**config.mk**
```make
export PLATFORM = sky130hd
export DESIGN_NAME = ais_payload_field_extractor_core
export DESIGN_NICKNAME = d
export VERILOG_FILES = /design/src/rtl/aisfx_pkg.sv /design/src/rtl/aisfx_ram.sv /design/src/rtl/ais_payload_field_extractor_core.sv
export SDC_FILE = /design/constraint.sdc
export NUM_CORES = 2
export LEC_CHECK = 0
export BUFFER_PORTS_ARGS = -buffer_cell sky130_fd_sc_hd__buf_2
export CAP_MARGIN = 10
export CELL_PAD_IN_SITES_DETAIL_PLACEMENT = 1
export CELL_PAD_IN_SITES_GLOBAL_PLACEMENT = 1
export CORE_MARGIN = 4
export CORE_UTILIZATION = 50
export DETAILED_ROUTE_END_ITERATION = 10
export PLACE_DENSITY_LB_ADDON = 0.2
export SYNTH_ARGS = -nofsm -noshare
export SYNTH_HDL_FRONTEND = slang
export SYNTH_SLANG_ARGS = --single-unit
```
**constraint.sdc**
```tcl
create_clock -name clk -period 15.86 [get_ports clk]
set_clock_uncertainty 0.2 [all_clocks]
set_input_delay 0.793 -clock clk [delete_from_list [all_inputs] [get_ports clk]]
set_output_delay 0.793 -clock clk [all_outputs]
set_load 0.01 [all_outputs]
```
**src/rtl/aisfx_pkg.sv**
```systemverilog
// Shared types, constants and de-armouring function for the AIS field extractor.
`timescale 1ns / 1ps

package aisfx_pkg;

  // Fixed field widths
  localparam int CODE_W  = 8;
  localparam int START_W = 11;
  localparam int LEN_W   = 6;
  localparam int VAL_W   = 32;
  localparam int STAT_W  = 2;
  localparam int DIG_W   = 6;             // bits per payload character
  localparam int CHAR_W  = DIG_W + 1;     // stored character: flag + value
  localparam int INV_BIT = DIG_W;         // invalid flag position
  localparam int SHAMT_W = $clog2(VAL_W);

  // Longest field a request may ask for
  localparam int MAX_FIELD_BITS = 32;

  // Armour code range and the gap in the 6-bit ASCII mapping
  localparam logic [CODE_W-1:0] ARMOUR_LOW  = 8'd48;
  localparam logic [CODE_W-1:0] ARMOUR_HIGH = 8'd119;
  localparam logic [CODE_W-1:0] ARMOUR_GAP  = 8'd40;
  localparam logic [CODE_W-1:0] ARMOUR_SKIP = 8'd8;

  // Reciprocal of 3 for (start_bit / 2) / 3, exact over the 10-bit range
  localparam logic [9:0] RECIP_3     = 10'd683;
  localparam int         RECIP_SHIFT = 11;

  // Operation codes
  localparam logic MODE_APPEND  = 1'b0;
  localparam logic MODE_EXTRACT = 1'b1;

  // Result status codes
  localparam logic [STAT_W-1:0] ST_OK       = 2'd0;
  localparam logic [STAT_W-1:0] ST_BAD_LEN  = 2'd1;
  localparam logic [STAT_W-1:0] ST_PAST_END = 2'd2;
  localparam logic [STAT_W-1:0] ST_BAD_CHAR = 2'd3;

  typedef struct packed {
    logic               mode;
    logic               first_char;
    logic [CODE_W-1:0]  char_code;
    logic [START_W-1:0] start_bit;
    logic [LEN_W-1:0]   bit_count;
    logic               is_signed;
  } req_t;

  typedef struct packed {
    logic [VAL_W-1:0]  field_value;
    logic [STAT_W-1:0] status;
  } rsp_t;

  // Armoured ASCII to stored character: invalid flag, or 6-bit value
  function automatic logic [CHAR_W-1:0] dearmour(input logic [CODE_W-1:0] code);
    logic [CODE_W-1:0] v;
    logic [CHAR_W-1:0] r;
    v = code - ARMOUR_LOW;
    if (v > ARMOUR_GAP) begin
      v = v - ARMOUR_SKIP;
    end
    if (code < ARMOUR_LOW || code > ARMOUR_HIGH) begin
      r = CHAR_W'(1) << INV_BIT;
    end else begin
      r = {1'b0, v[DIG_W-1:0]};
    end
    return r;
  endfunction

endpackage

```
**src/rtl/aisfx_ram.sv**
```systemverilog
// Generic single-write, single-read RAM with registered read data.
`timescale 1ns / 1ps

module aisfx_ram #(
  parameter int WIDTH = 8,
  parameter int DEPTH = 256
) (
  input  logic                     clk,
  input  logic                     we,
  input  logic [$clog2(DEPTH)-1:0] waddr,
  input  logic [WIDTH-1:0]         wdata,
  input  logic [$clog2(DEPTH)-1:0] raddr,
  output logic [WIDTH-1:0]         rdata
);

  logic [WIDTH-1:0] mem [DEPTH];

  // Write port and registered read port
  always_ff @(posedge clk) begin
    if (we) begin
      mem[waddr] <= wdata;
    end
    rdata <= mem[raddr];
  end

endmodule

```
**src/rtl/ais_payload_field_extractor_core.sv**
```systemverilog
// AIS payload store and character-serial field extractor, top level.
// Append: no result; the next item is taken the cycle after.
// Field request: divide, setup, read and done steps in turn; the payload store
//   delivers one character per cycle. Length or range errors skip to the done step.
// One item in flight; a waiting result does not block a following append.
// Reset clears the character count and control; the store itself is not cleared.
`timescale 1ns / 1ps

module ais_payload_field_extractor_core #(
  parameter int MAX_CHARS = 256
) (
  input  logic                  clk,
  input  logic                  rst,
  input  logic                  req_valid,
  output logic                  req_stall,
  input  aisfx_pkg::req_t       req,
  output logic                  rsp_valid,
  input  logic                  rsp_stall,
  output aisfx_pkg::rsp_t       rsp
);

  localparam int AW   = $clog2(MAX_CHARS);
  localparam int CW   = $clog2(MAX_CHARS + 1);
  localparam int CMPW = (CW + 3 > aisfx_pkg::START_W + 1) ? CW + 3 : aisfx_pkg::START_W + 1;
  localparam int QW   = 9;   // floor(start_bit / 6) fits in 9 bits

  localparam logic [2:0] S_IDLE  = 3'd0;
  localparam logic [2:0] S_DIV   = 3'd1;
  localparam logic [2:0] S_SETUP = 3'd2;
  localparam logic [2:0] S_READ  = 3'd3;
  localparam logic [2:0] S_DONE  = 3'd4;

  logic [2:0]                      state;
  logic [CW-1:0]                   cnt;
  logic [aisfx_pkg::START_W-1:0]   start;
  logic [aisfx_pkg::LEN_W-1:0]     len;
  logic                            sgn;
  logic [QW-1:0]                   q;
  logic [2:0]                      off;
  logic [AW-1:0]                   rd_addr;
  logic                            rd_pend;
  logic [aisfx_pkg::LEN_W-1:0]     rem;
  logic [aisfx_pkg::VAL_W-1:0]     acc;
  logic                            lead;
  logic                            sgnbit;
  logic [aisfx_pkg::STAT_W-1:0]    status;

  // Store ports
  logic                            we;
  logic [AW-1:0]                   waddr;
  logic [aisfx_pkg::CHAR_W-1:0]    wdata;
  logic [aisfx_pkg::CHAR_W-1:0]    rdata;

  // Datapath
  logic [19:0]                     prod;
  logic [QW-1:0]                   q_w;
  logic [aisfx_pkg::START_W-1:0]   q6;
  logic [aisfx_pkg::START_W-1:0]   off_full;
  logic [CMPW-1:0]                 fend;
  logic [CMPW-1:0]                 limit;
  logic                            bad_len;
  logic                            past_end;
  logic [2:0]                      avail;
  logic [2:0]                      take;
  logic [aisfx_pkg::DIG_W-1:0]     shl;
  logic [aisfx_pkg::DIG_W-1:0]     chunk;
  logic [aisfx_pkg::VAL_W-1:0]     acc_shift;
  logic [aisfx_pkg::VAL_W-1:0]     ext_mask;
  logic [aisfx_pkg::VAL_W-1:0]     result;

  assign req_stall = (state != S_IDLE);

  // Append path: de-armour and write at the fill position
  always_comb begin
    we    = (state == S_IDLE) && req_valid && (req.mode == aisfx_pkg::MODE_APPEND) &&
            (req.first_char || (cnt < CW'(MAX_CHARS)));
    waddr = req.first_char ? '0 : AW'(cnt);
    wdata = aisfx_pkg::dearmour(req.char_code);
  end

  // Character index of the first bit by reciprocal multiply; range and length checks
  always_comb begin
    prod     = 20'(start[aisfx_pkg::START_W-1:1]) * 20'(aisfx_pkg::RECIP_3);
    q_w      = prod[aisfx_pkg::RECIP_SHIFT +: QW];
    q6       = (aisfx_pkg::START_W'(q) << 2) + (aisfx_pkg::START_W'(q) << 1);
    off_full = start - q6;
    fend     = CMPW'(start) + CMPW'(len);
    limit    = (CMPW'(cnt) << 2) + (CMPW'(cnt) << 1);
    bad_len  = (len == '0) || ({1'b0, len} > 7'(aisfx_pkg::MAX_FIELD_BITS));
    past_end = fend > limit;
  end

  // One character per cycle: take up to six bits, MSB first
  always_comb begin
    avail     = 3'(aisfx_pkg::DIG_W) - off;
    take      = (rem < aisfx_pkg::LEN_W'(avail)) ? rem[2:0] : avail;
    shl       = rdata[aisfx_pkg::DIG_W-1:0] << off;
    chunk     = shl >> (3'(aisfx_pkg::DIG_W) - take);
    acc_shift = (acc << take) | aisfx_pkg::VAL_W'(chunk);
  end

  // Final value: zero on error status, sign extension for fields shorter than the output word
  always_comb begin
    ext_mask = {aisfx_pkg::VAL_W{1'b1}} << len[aisfx_pkg::SHAMT_W-1:0];
    if (status != aisfx_pkg::ST_OK) begin
      result = '0;
    end else if (sgn && sgnbit && (len < aisfx_pkg::LEN_W'(aisfx_pkg::VAL_W))) begin
      result = acc | ext_mask;
    end else begin
      result = acc;
    end
  end

  aisfx_ram #(
    .WIDTH(aisfx_pkg::CHAR_W),
    .DEPTH(MAX_CHARS)
  ) u_store (
    .clk  (clk),
    .we   (we),
    .waddr(waddr),
    .wdata(wdata),
    .raddr(rd_addr),
    .rdata(rdata)
  );

  // Sequencer
  always_ff @(posedge clk) begin
    if (rst) begin
      state     <= S_IDLE;
      cnt       <= '0;
      rsp_valid <= 1'b0;
      rd_pend   <= 1'b0;
    end else begin
      // the done step owns the result flag while it waits
      if (rsp_valid && !rsp_stall && (state != S_DONE)) begin
        rsp_valid <= 1'b0;
      end
      unique case (state)
        S_IDLE: begin
          if (req_valid) begin
            if (req.mode == aisfx_pkg::MODE_APPEND) begin
              if (we) begin
                cnt <= req.first_char ? CW'(1) : cnt + CW'(1);
              end
            end else begin
              start <= req.start_bit;
              len   <= req.bit_count;
              sgn   <= req.is_signed;
              state <= S_DIV;
            end
          end
        end
        S_DIV: begin
          q <= q_w;
          if (bad_len) begin
            status <= aisfx_pkg::ST_BAD_LEN;
            state  <= S_DONE;
          end else if (past_end) begin
            status <= aisfx_pkg::ST_PAST_END;
            state  <= S_DONE;
          end else begin
            state <= S_SETUP;
          end
        end
        S_SETUP: begin
          off     <= off_full[2:0];
          rd_addr <= AW'(q);
          rem     <= len;
          acc     <= '0;
          lead    <= 1'b1;
          status  <= aisfx_pkg::ST_OK;
          state   <= S_READ;
        end
        S_READ: begin
          rd_addr <= rd_addr + AW'(1);
          if (!rd_pend) begin
            rd_pend <= 1'b1;
          end else if (rdata[aisfx_pkg::INV_BIT]) begin
            status  <= aisfx_pkg::ST_BAD_CHAR;
            rd_pend <= 1'b0;
            state   <= S_DONE;
          end else begin
            acc  <= acc_shift;
            rem  <= rem - aisfx_pkg::LEN_W'(take);
            off  <= '0;
            lead <= 1'b0;
            if (lead) begin
              sgnbit <= shl[aisfx_pkg::DIG_W-1];
            end
            if (rem == aisfx_pkg::LEN_W'(take)) begin
              rd_pend <= 1'b0;
              state   <= S_DONE;
            end
          end
        end
        S_DONE: begin
          if (!rsp_valid || !rsp_stall) begin
            rsp_valid       <= 1'b1;
            rsp.field_value <= result;
            rsp.status      <= status;
            state           <= S_IDLE;
          end
        end
        default: begin
          state <= S_IDLE;
        end
      endcase
    end
  end

  // Checks
  assert property (@(posedge clk) disable iff (rst) cnt <= CW'(MAX_CHARS))
    else $error("character count beyond store depth");

  assert property (@(posedge clk) disable iff (rst) $rose(rsp_valid) |-> $past(state) == S_DONE)
    else $error("result raised outside the done step");

  assert property (@(posedge clk) disable iff (rst) (state == S_READ) |-> (rem != '0))
    else $error("reading with no field bits left");

  assert property (@(posedge clk) disable iff (rst)
    (rsp_valid && rsp.status != aisfx_pkg::ST_OK) |-> (rsp.field_value == '0))
    else $error("nonzero value on error status");

endmodule

```
After elaboration in Yosys (flattened, before gate mapping)
Memories as Yosys holds them, arrays and structs flattened. A register that Yosys moved wholly into a read port is not among the register bits.
Cells that the tools add are included.

storage, ports and cells
  memories kept = 1
  memory bits (read-only) = 0
  register bits after elaboration = 127
  logic and storage cells = 130
  bits of input ports = 32
  bits in writable memories = 1,792
  output and inout bits = 36
  bits in latches = 0

operators by class
  equal/unequal tests = 14
  $lt $le $gt $ge = 8
  mux-type cells = 41
  reduce and logical (&&, ||, !) cells = 28
  $mul = 1
  shift-type cells = 4
  divide/modulo/power cells = 0
  bitwise gates (word level) = 5
  add/sub/neg operators = 11

memory list
  name         depth  bits a word  rd ports  clocked after Yosys merged registers in  wr ports  line             source
  u_store.mem  256    7            1         1                                        1         aisfx_ram.sv:16  logic [WIDTH-1:0] mem [DEPTH];

operators with widths
  kind                      count
  $mux W32                  3
  $pmux W32 S2              1
  $mux W3                   11
  $or A32 B32 Y32           1
  $or A32 B6 Y32            1
  $shl A32 B3 Y32           1
  $shl A32 B5 Y32 const A   1
  $mul A10 B10 Y19 const B  1
  $mux W6                   3
  $pmux W8 S2               1
  $pmux W3 S5               1
  $reduce_and A5 Y1         3
  $add A11 B10 Y12          1
  $add A11 B6 Y12           1
  $gt A12 B12 Y1            1
  $pmux W6 S2               1
  $reduce_and A4 Y1         3
  $mux W1                   10
  $ne A2 B2 Y1 const B      5
  $add A9 B1 Y9 const B     1
  $lt A9 B9 Y1 const B      1
  $mux W9                   1
  $add A8 B1 Y8 const B     1
  $gt A8 B6 Y1 const B      1
  other kinds (36)          57

Depth between registers and ports, before layout
  depth after elaboration = 9
  gate-level depth with buffers = 18

Cells and area by module
Synthesis repeated with hierarchy kept, for this count alone.

second synthesis, totals
  cells, all modules = 4,300
  area total of the unflattened synthesis = 79,483.7 µm²

by module, submodules not included
  module                            sequential area each (µm²)  cells an instance  instances  area each (µm²)
  aisfx_ram                         53,951.7                    3,381              1          70,197.3
  ais_payload_field_extractor_core  3,673.5                     919                1          9,286.4

Least setup slack after synthesis
No wires, ideal clock.

  kind = input to register
  from = input req[22] (netlist bit)
  to = memory u_store.mem[0][4] (netlist bit), data pin
  arrival time = 13,930 ps
  data required time = 13,418 ps
  slack = -512 ps
  stages on the path = 5
  library setup time = 2,242 ps
  path buffers = 0
  cell sequence = ha_1 > and3_1 > nor3_1 > inv_1 > a211oi_1

on the way
  cells in the longest elaborated chain, start to end = 4
  elaborated cells on any way between the ends = 8
  classes of those cells = 2 x add/sub; 3 x order compare; 2 x mux; 1 x reduce/logical

ends and longest elaborated chain
  item                                           line                                    source
  start, declared                                ais_payload_field_extractor_core.sv:16  input aisfx_pkg::req_t req,
  $sub A8 B6 Y8                                  aisfx_pkg.sv:58                         v = code - ARMOUR_LOW;
  $gt A8 B6 Y1 or $sub A6 B4 Y6 (tied branches)  aisfx_pkg.sv:59, aisfx_pkg.sv:60
  $mux W6                                        aisfx_pkg.sv:59                         if (v > ARMOUR_GAP) begin
  $mux W7 (*)                                    aisfx_pkg.sv:62                         if (code < ARMOUR_LOW || code > ARMOUR_HIGH) begin
  named net u_store.wdata[4]                     aisfx_ram.sv:11                         input logic [WIDTH-1:0] wdata,
  end, declared                                  aisfx_ram.sv:16

Mark *: on every way through the listed nets, which the timed path passes. The rest lies on a longest branch.

Worst setup path after layout
  from = register start[2] (netlist bit)
  to = register q[7], data pin

on the way
  cells in the longest elaborated chain, start to end = 1

ends and longest elaborated chain
  item                    line                                     source
  start, declared         ais_payload_field_extractor_core.sv:35   logic [aisfx_pkg::START_W-1:0] start;
  start signal, assigned  ais_payload_field_extractor_core.sv:146  start <= req.start_bit;
  $mul A10 B10 Y19        ais_payload_field_extractor_core.sv:83   prod = 20'(start[aisfx_pkg::START_W-1:1]) * 20'(aisfx_pkg::RECIP_3);
  named net prod[18]      ais_payload_field_extractor_core.sv:55   logic [19:0] prod;
  end signal, assigned    ais_payload_field_extractor_core.sv:154  q <= q_w;
  end, declared           ais_payload_field_extractor_core.sv:38   logic [QW-1:0] q;

The timed path passes the listed nets, and every way through them passes these cells.
A chain may end at the register's enable or synchronous reset.

==> out/metrics.cfg <==
[clocking]
cts_sinks=1926
cts_tree=yes
numCtsBuffers=192
path_clk_slew_ns=0.06
htreeDepth=4
cts-root-buf=clkbuf_16
ctsResizeCount=0
insertion_delay_ns=0.82
clockBufferDepth=3

[placement]
pre_cts_slack_ns=10.28
place_congestion=0.8322
dpl.hpwl_mm=129.4
io_buffers=67

[job]
drv_cap=0

[detailed_routing]
drtIter0Drc=4626
route.met2.wl_mm=104.2
routed.top_layer=met4
ant_nets=0
via_count=41810
drt_pass1_iterations=5
wirelength_mm=216.1
drcViolationCount=0
wl_met1_mm=88.08
vias_per_cell=6.330
drt-wirelength-per-cell_um=32.72
wl_met3_mm=15.63

[sta]
max_freq_mhz=183.5
setup-tns-final_ns=0
maxSlewViolCount=0
rsz0062_at_grt=no
finalCritPeriodShare_pct=34.36
worst_pin_slew_ns=1.423
hold_violations=0
min_period_ns=5.450
setup_viol_count_final=0
relSlewSlack_pct=5.151
setup_ws_ns=10.41

[yosys]
yosys.area_share.simple_pct=3.957
synth_mux_area_share_pct=14.24
async_reset_ff_share_pct=0
ys_seq_area_share_pct=72.83
synth_top_family_by_area=multiplexers
ys_types=76
synth_seq_cells=1926
synth-edff-count=1905
synth_compound_area_share_pct=4.233
synth_xor_area_share_pct=0.5424
synth_adder_area_share_pct=2.189
syn_area_per_cell_um2=18.56
yosys_warnings=0
syn-cell-area_um2=79120
netlist_instances=4263
syn_nets=4419
synth_flop_cell=edfxtp_1

[floorplan]
rows=145
core_um2=156800
design.portCount=68
die_area_um2=164700
initial_core_util_pct=50.48
dieHeight_um=405.8
die_w_um=405.8

[cells_and_area]
nets=4546
drive_above_1_share_pct=18.92
final_common_cell=edfxtp_1
areaGrowthSynthToFinish_pct=11.17
mostFrequentLayoutCells=edfxtp_1 (1,905), mux4_2 (384), nor2_1 (365), mux2i_1 (256), clkbuf_16 (195)
utilization_pct=56.11

[hold_path]
worst_hold_path.num_cells=3
hold_path_end=rsp_valid$_SDFF_PP0_
hold_class=primary input to flop
hold_path.startpoint=rsp_stall

[status]
status=complete, no violations

[global_routing]
first_global_vias=44050
grt_first_pass_wirelength_mm=315.6
antenna_found_initial=6
grt_usage_pct=26.59
grt_max_degree=214
grt_overflow=0

[pwr]
power_uw=10400
power_density_nw_per_um2=118.2
vdd_drop_max_mv=0.1128
leakagePower_uw=0.02669

[setup_path]
path_cells=ha_1 > fa_1 > inv_1 > fa_1 > fa_1 > inv_1 > ha_1 > ha_1 > and4_1 > nand2_1 > o31ai_1 > o211ai_1 > a21boi_0 > nor4_1 > a311o_1
rrSetupSlack_ns=10.41
timing.rr.start=start[2]$_DFFE_PP_
critPathMaxStageDelay_ns=0.56
crit_path_end_kind=flop
start_kind=flop
cp_slowest_cell=fa_1
path_class=flop to flop
worstPathRequired_ns=16.22
cp_max_fo=6
r2r-end=q[7]$_DFFE_PP_
r2r_cells=15
cp_data_arrival_time_ns=5.81

## layer usage
layer / GRT usage, % / vias to the layer above
li1: - / 17470
met1: 37.53 / 22250
met2: 42.40 / 1730
met3: 4.493 / 362
met4: 9.455 / 0
met5: 0 / -
## synthesized netlist by cell type (4+ instances only)
cell type     n  area share, %
buf_6        24           0.34
and3_1        9          0.071
a22o_1       35           0.39
o21a_1        8          0.076
clkbuf_1    108           0.51
inv_1        78           0.37
xor2_1       18           0.20
nor3b_1      10          0.095
o21ai_0      60           0.38
mux2i_1     256            3.2
and2_1       12          0.095
nor2_1      371            1.8
nand4_1      14           0.11
a21o_1       15           0.14
buf_2        63           0.40
buf_1        16          0.076
fa_1         24           0.61
xnor2_1      31           0.34
mux4_2      384             11
edfxtp_1   1905             72
nor3_1       37           0.23
a31oi_1       7          0.055
nand3_2       4          0.051
nand3b_1      6          0.057
dfxtp_1      21           0.53
nand2b_1      9          0.071
nor2b_1      21           0.17
a21oi_1     116           0.73
mux2_2        5          0.071
o22ai_1      28           0.22
o221ai_1     25           0.28
nor4_1       10          0.079
nand3_1      44           0.28
a22oi_1      57           0.54
nand2_1     142           0.67
a211oi_1     41           0.39
a2111oi_0    13           0.14
buf_4        28           0.27
ha_1        100            1.6
o211ai_1     14           0.13
a211o_1       6          0.066
a221oi_1     28           0.31
o31ai_1       5          0.047
## state kept, by name (all words and copies together), names as in the netlist
signal	flops
u_store.mem	1792
rsp_valid	1
state	3
cnt	9
off	3
rem	6
len	6
start	11
acc	32
rsp	34
u_store.rdata	7
sgnbit	1
lead	1
rd_pend	1
q	8
sgn	1
rd_addr	8
status	2
## worst max-delay path, delay by kind of cell (launching register included)
family                   cells  cell delay, ns
adder cells (fa/ha/maj)      6            2.60
AO/OA/AOI/OAI                4            1.31
AND/OR/NAND/NOR              3            0.43
buffers and inverters        2            0.11
flip-flops                   1            0.54
## cell type report
| class | count | area (um^2) |
|---|---|---|
| Fill cell | 13780 | 68790 |
| Sequential cell | 1926 | 57630 |
| Multi-Input combinational cell | 2014 | 20070 |
| Clock buffer | 243 | 5080 |
| Tap cell | 2058 | 2575 |
| Timing Repair Buffer | 173 | 1274 |
| Clock inverter | 106 | 1011 |
| Inverter | 83 | 316.6 |
| Antenna cell | 2 | 5.005 |
## cells by family (layout without fill, tap and decap cells)
kind of cell / Yosys count / in the layout
simple gates: 708 / 708
compound gates: 488 / 488
buf+inv: 323 / 605
fa+ha+maj: 124 / 124
xor+xnor: 49 / 49
flops: 1926 / 1926
mux: 645 / 645
other cells: 0 / 2
## how the worst max path moves through the flow
stage / start / to / slack, ns / cells past startpoint
after floorplan: req[22] / u_store.mem[0][4]$_DFFE_PP_ / -0.45 / 5
after global routing: start[2]$_DFFE_PP_ / q[7]$_DFFE_PP_ / 10.07 / 15
final: start[2]$_DFFE_PP_ / q[7]$_DFFE_PP_ / 10.41 / 15
after detailed placement: rd_addr[1]$_DFFE_PP_ / u_store.rdata[4]$_DFF_P_ / 10.28 / 8
after CTS: rd_addr[1]$_DFFE_PP_ / u_store.rdata[4]$_DFF_P_ / 10.26 / 8
after global placement: rd_addr[0]$_DFFE_PP_ / u_store.rdata[3]$_DFF_P_ / 10.45 / 9
## stage by stage
| stage | hold WS (ns) | instance area [um^2] | instances |
|---|---|---|---|
| floorplan | 0.2174 | 79150 | 4263 |
| global placement | 0.2348 | 81670 | 6234 |
| detailed placement | 0.2428 | 81680 | 6235 |
| CTS | 0.04757 | 87950 | 6602 |
| global route | 0.1060 | 87950 | 6603 |
| finish | 0.1260 | 87960 | 6605 |
## where the power goes
group	leakage, uW	switching (uW)	internal [uW]
registers	0.0158	9.69	5620
clock network	0.00298	1940	2510
logic	0.00793	217	91.9
## repair_timing
item | CTS | global route
hold endpoints to repair | 18 | 0
hold buffers | 18 | 0
setup buffers | 0 | 0
No activity file was read; power rests on OpenSTA's default activity.
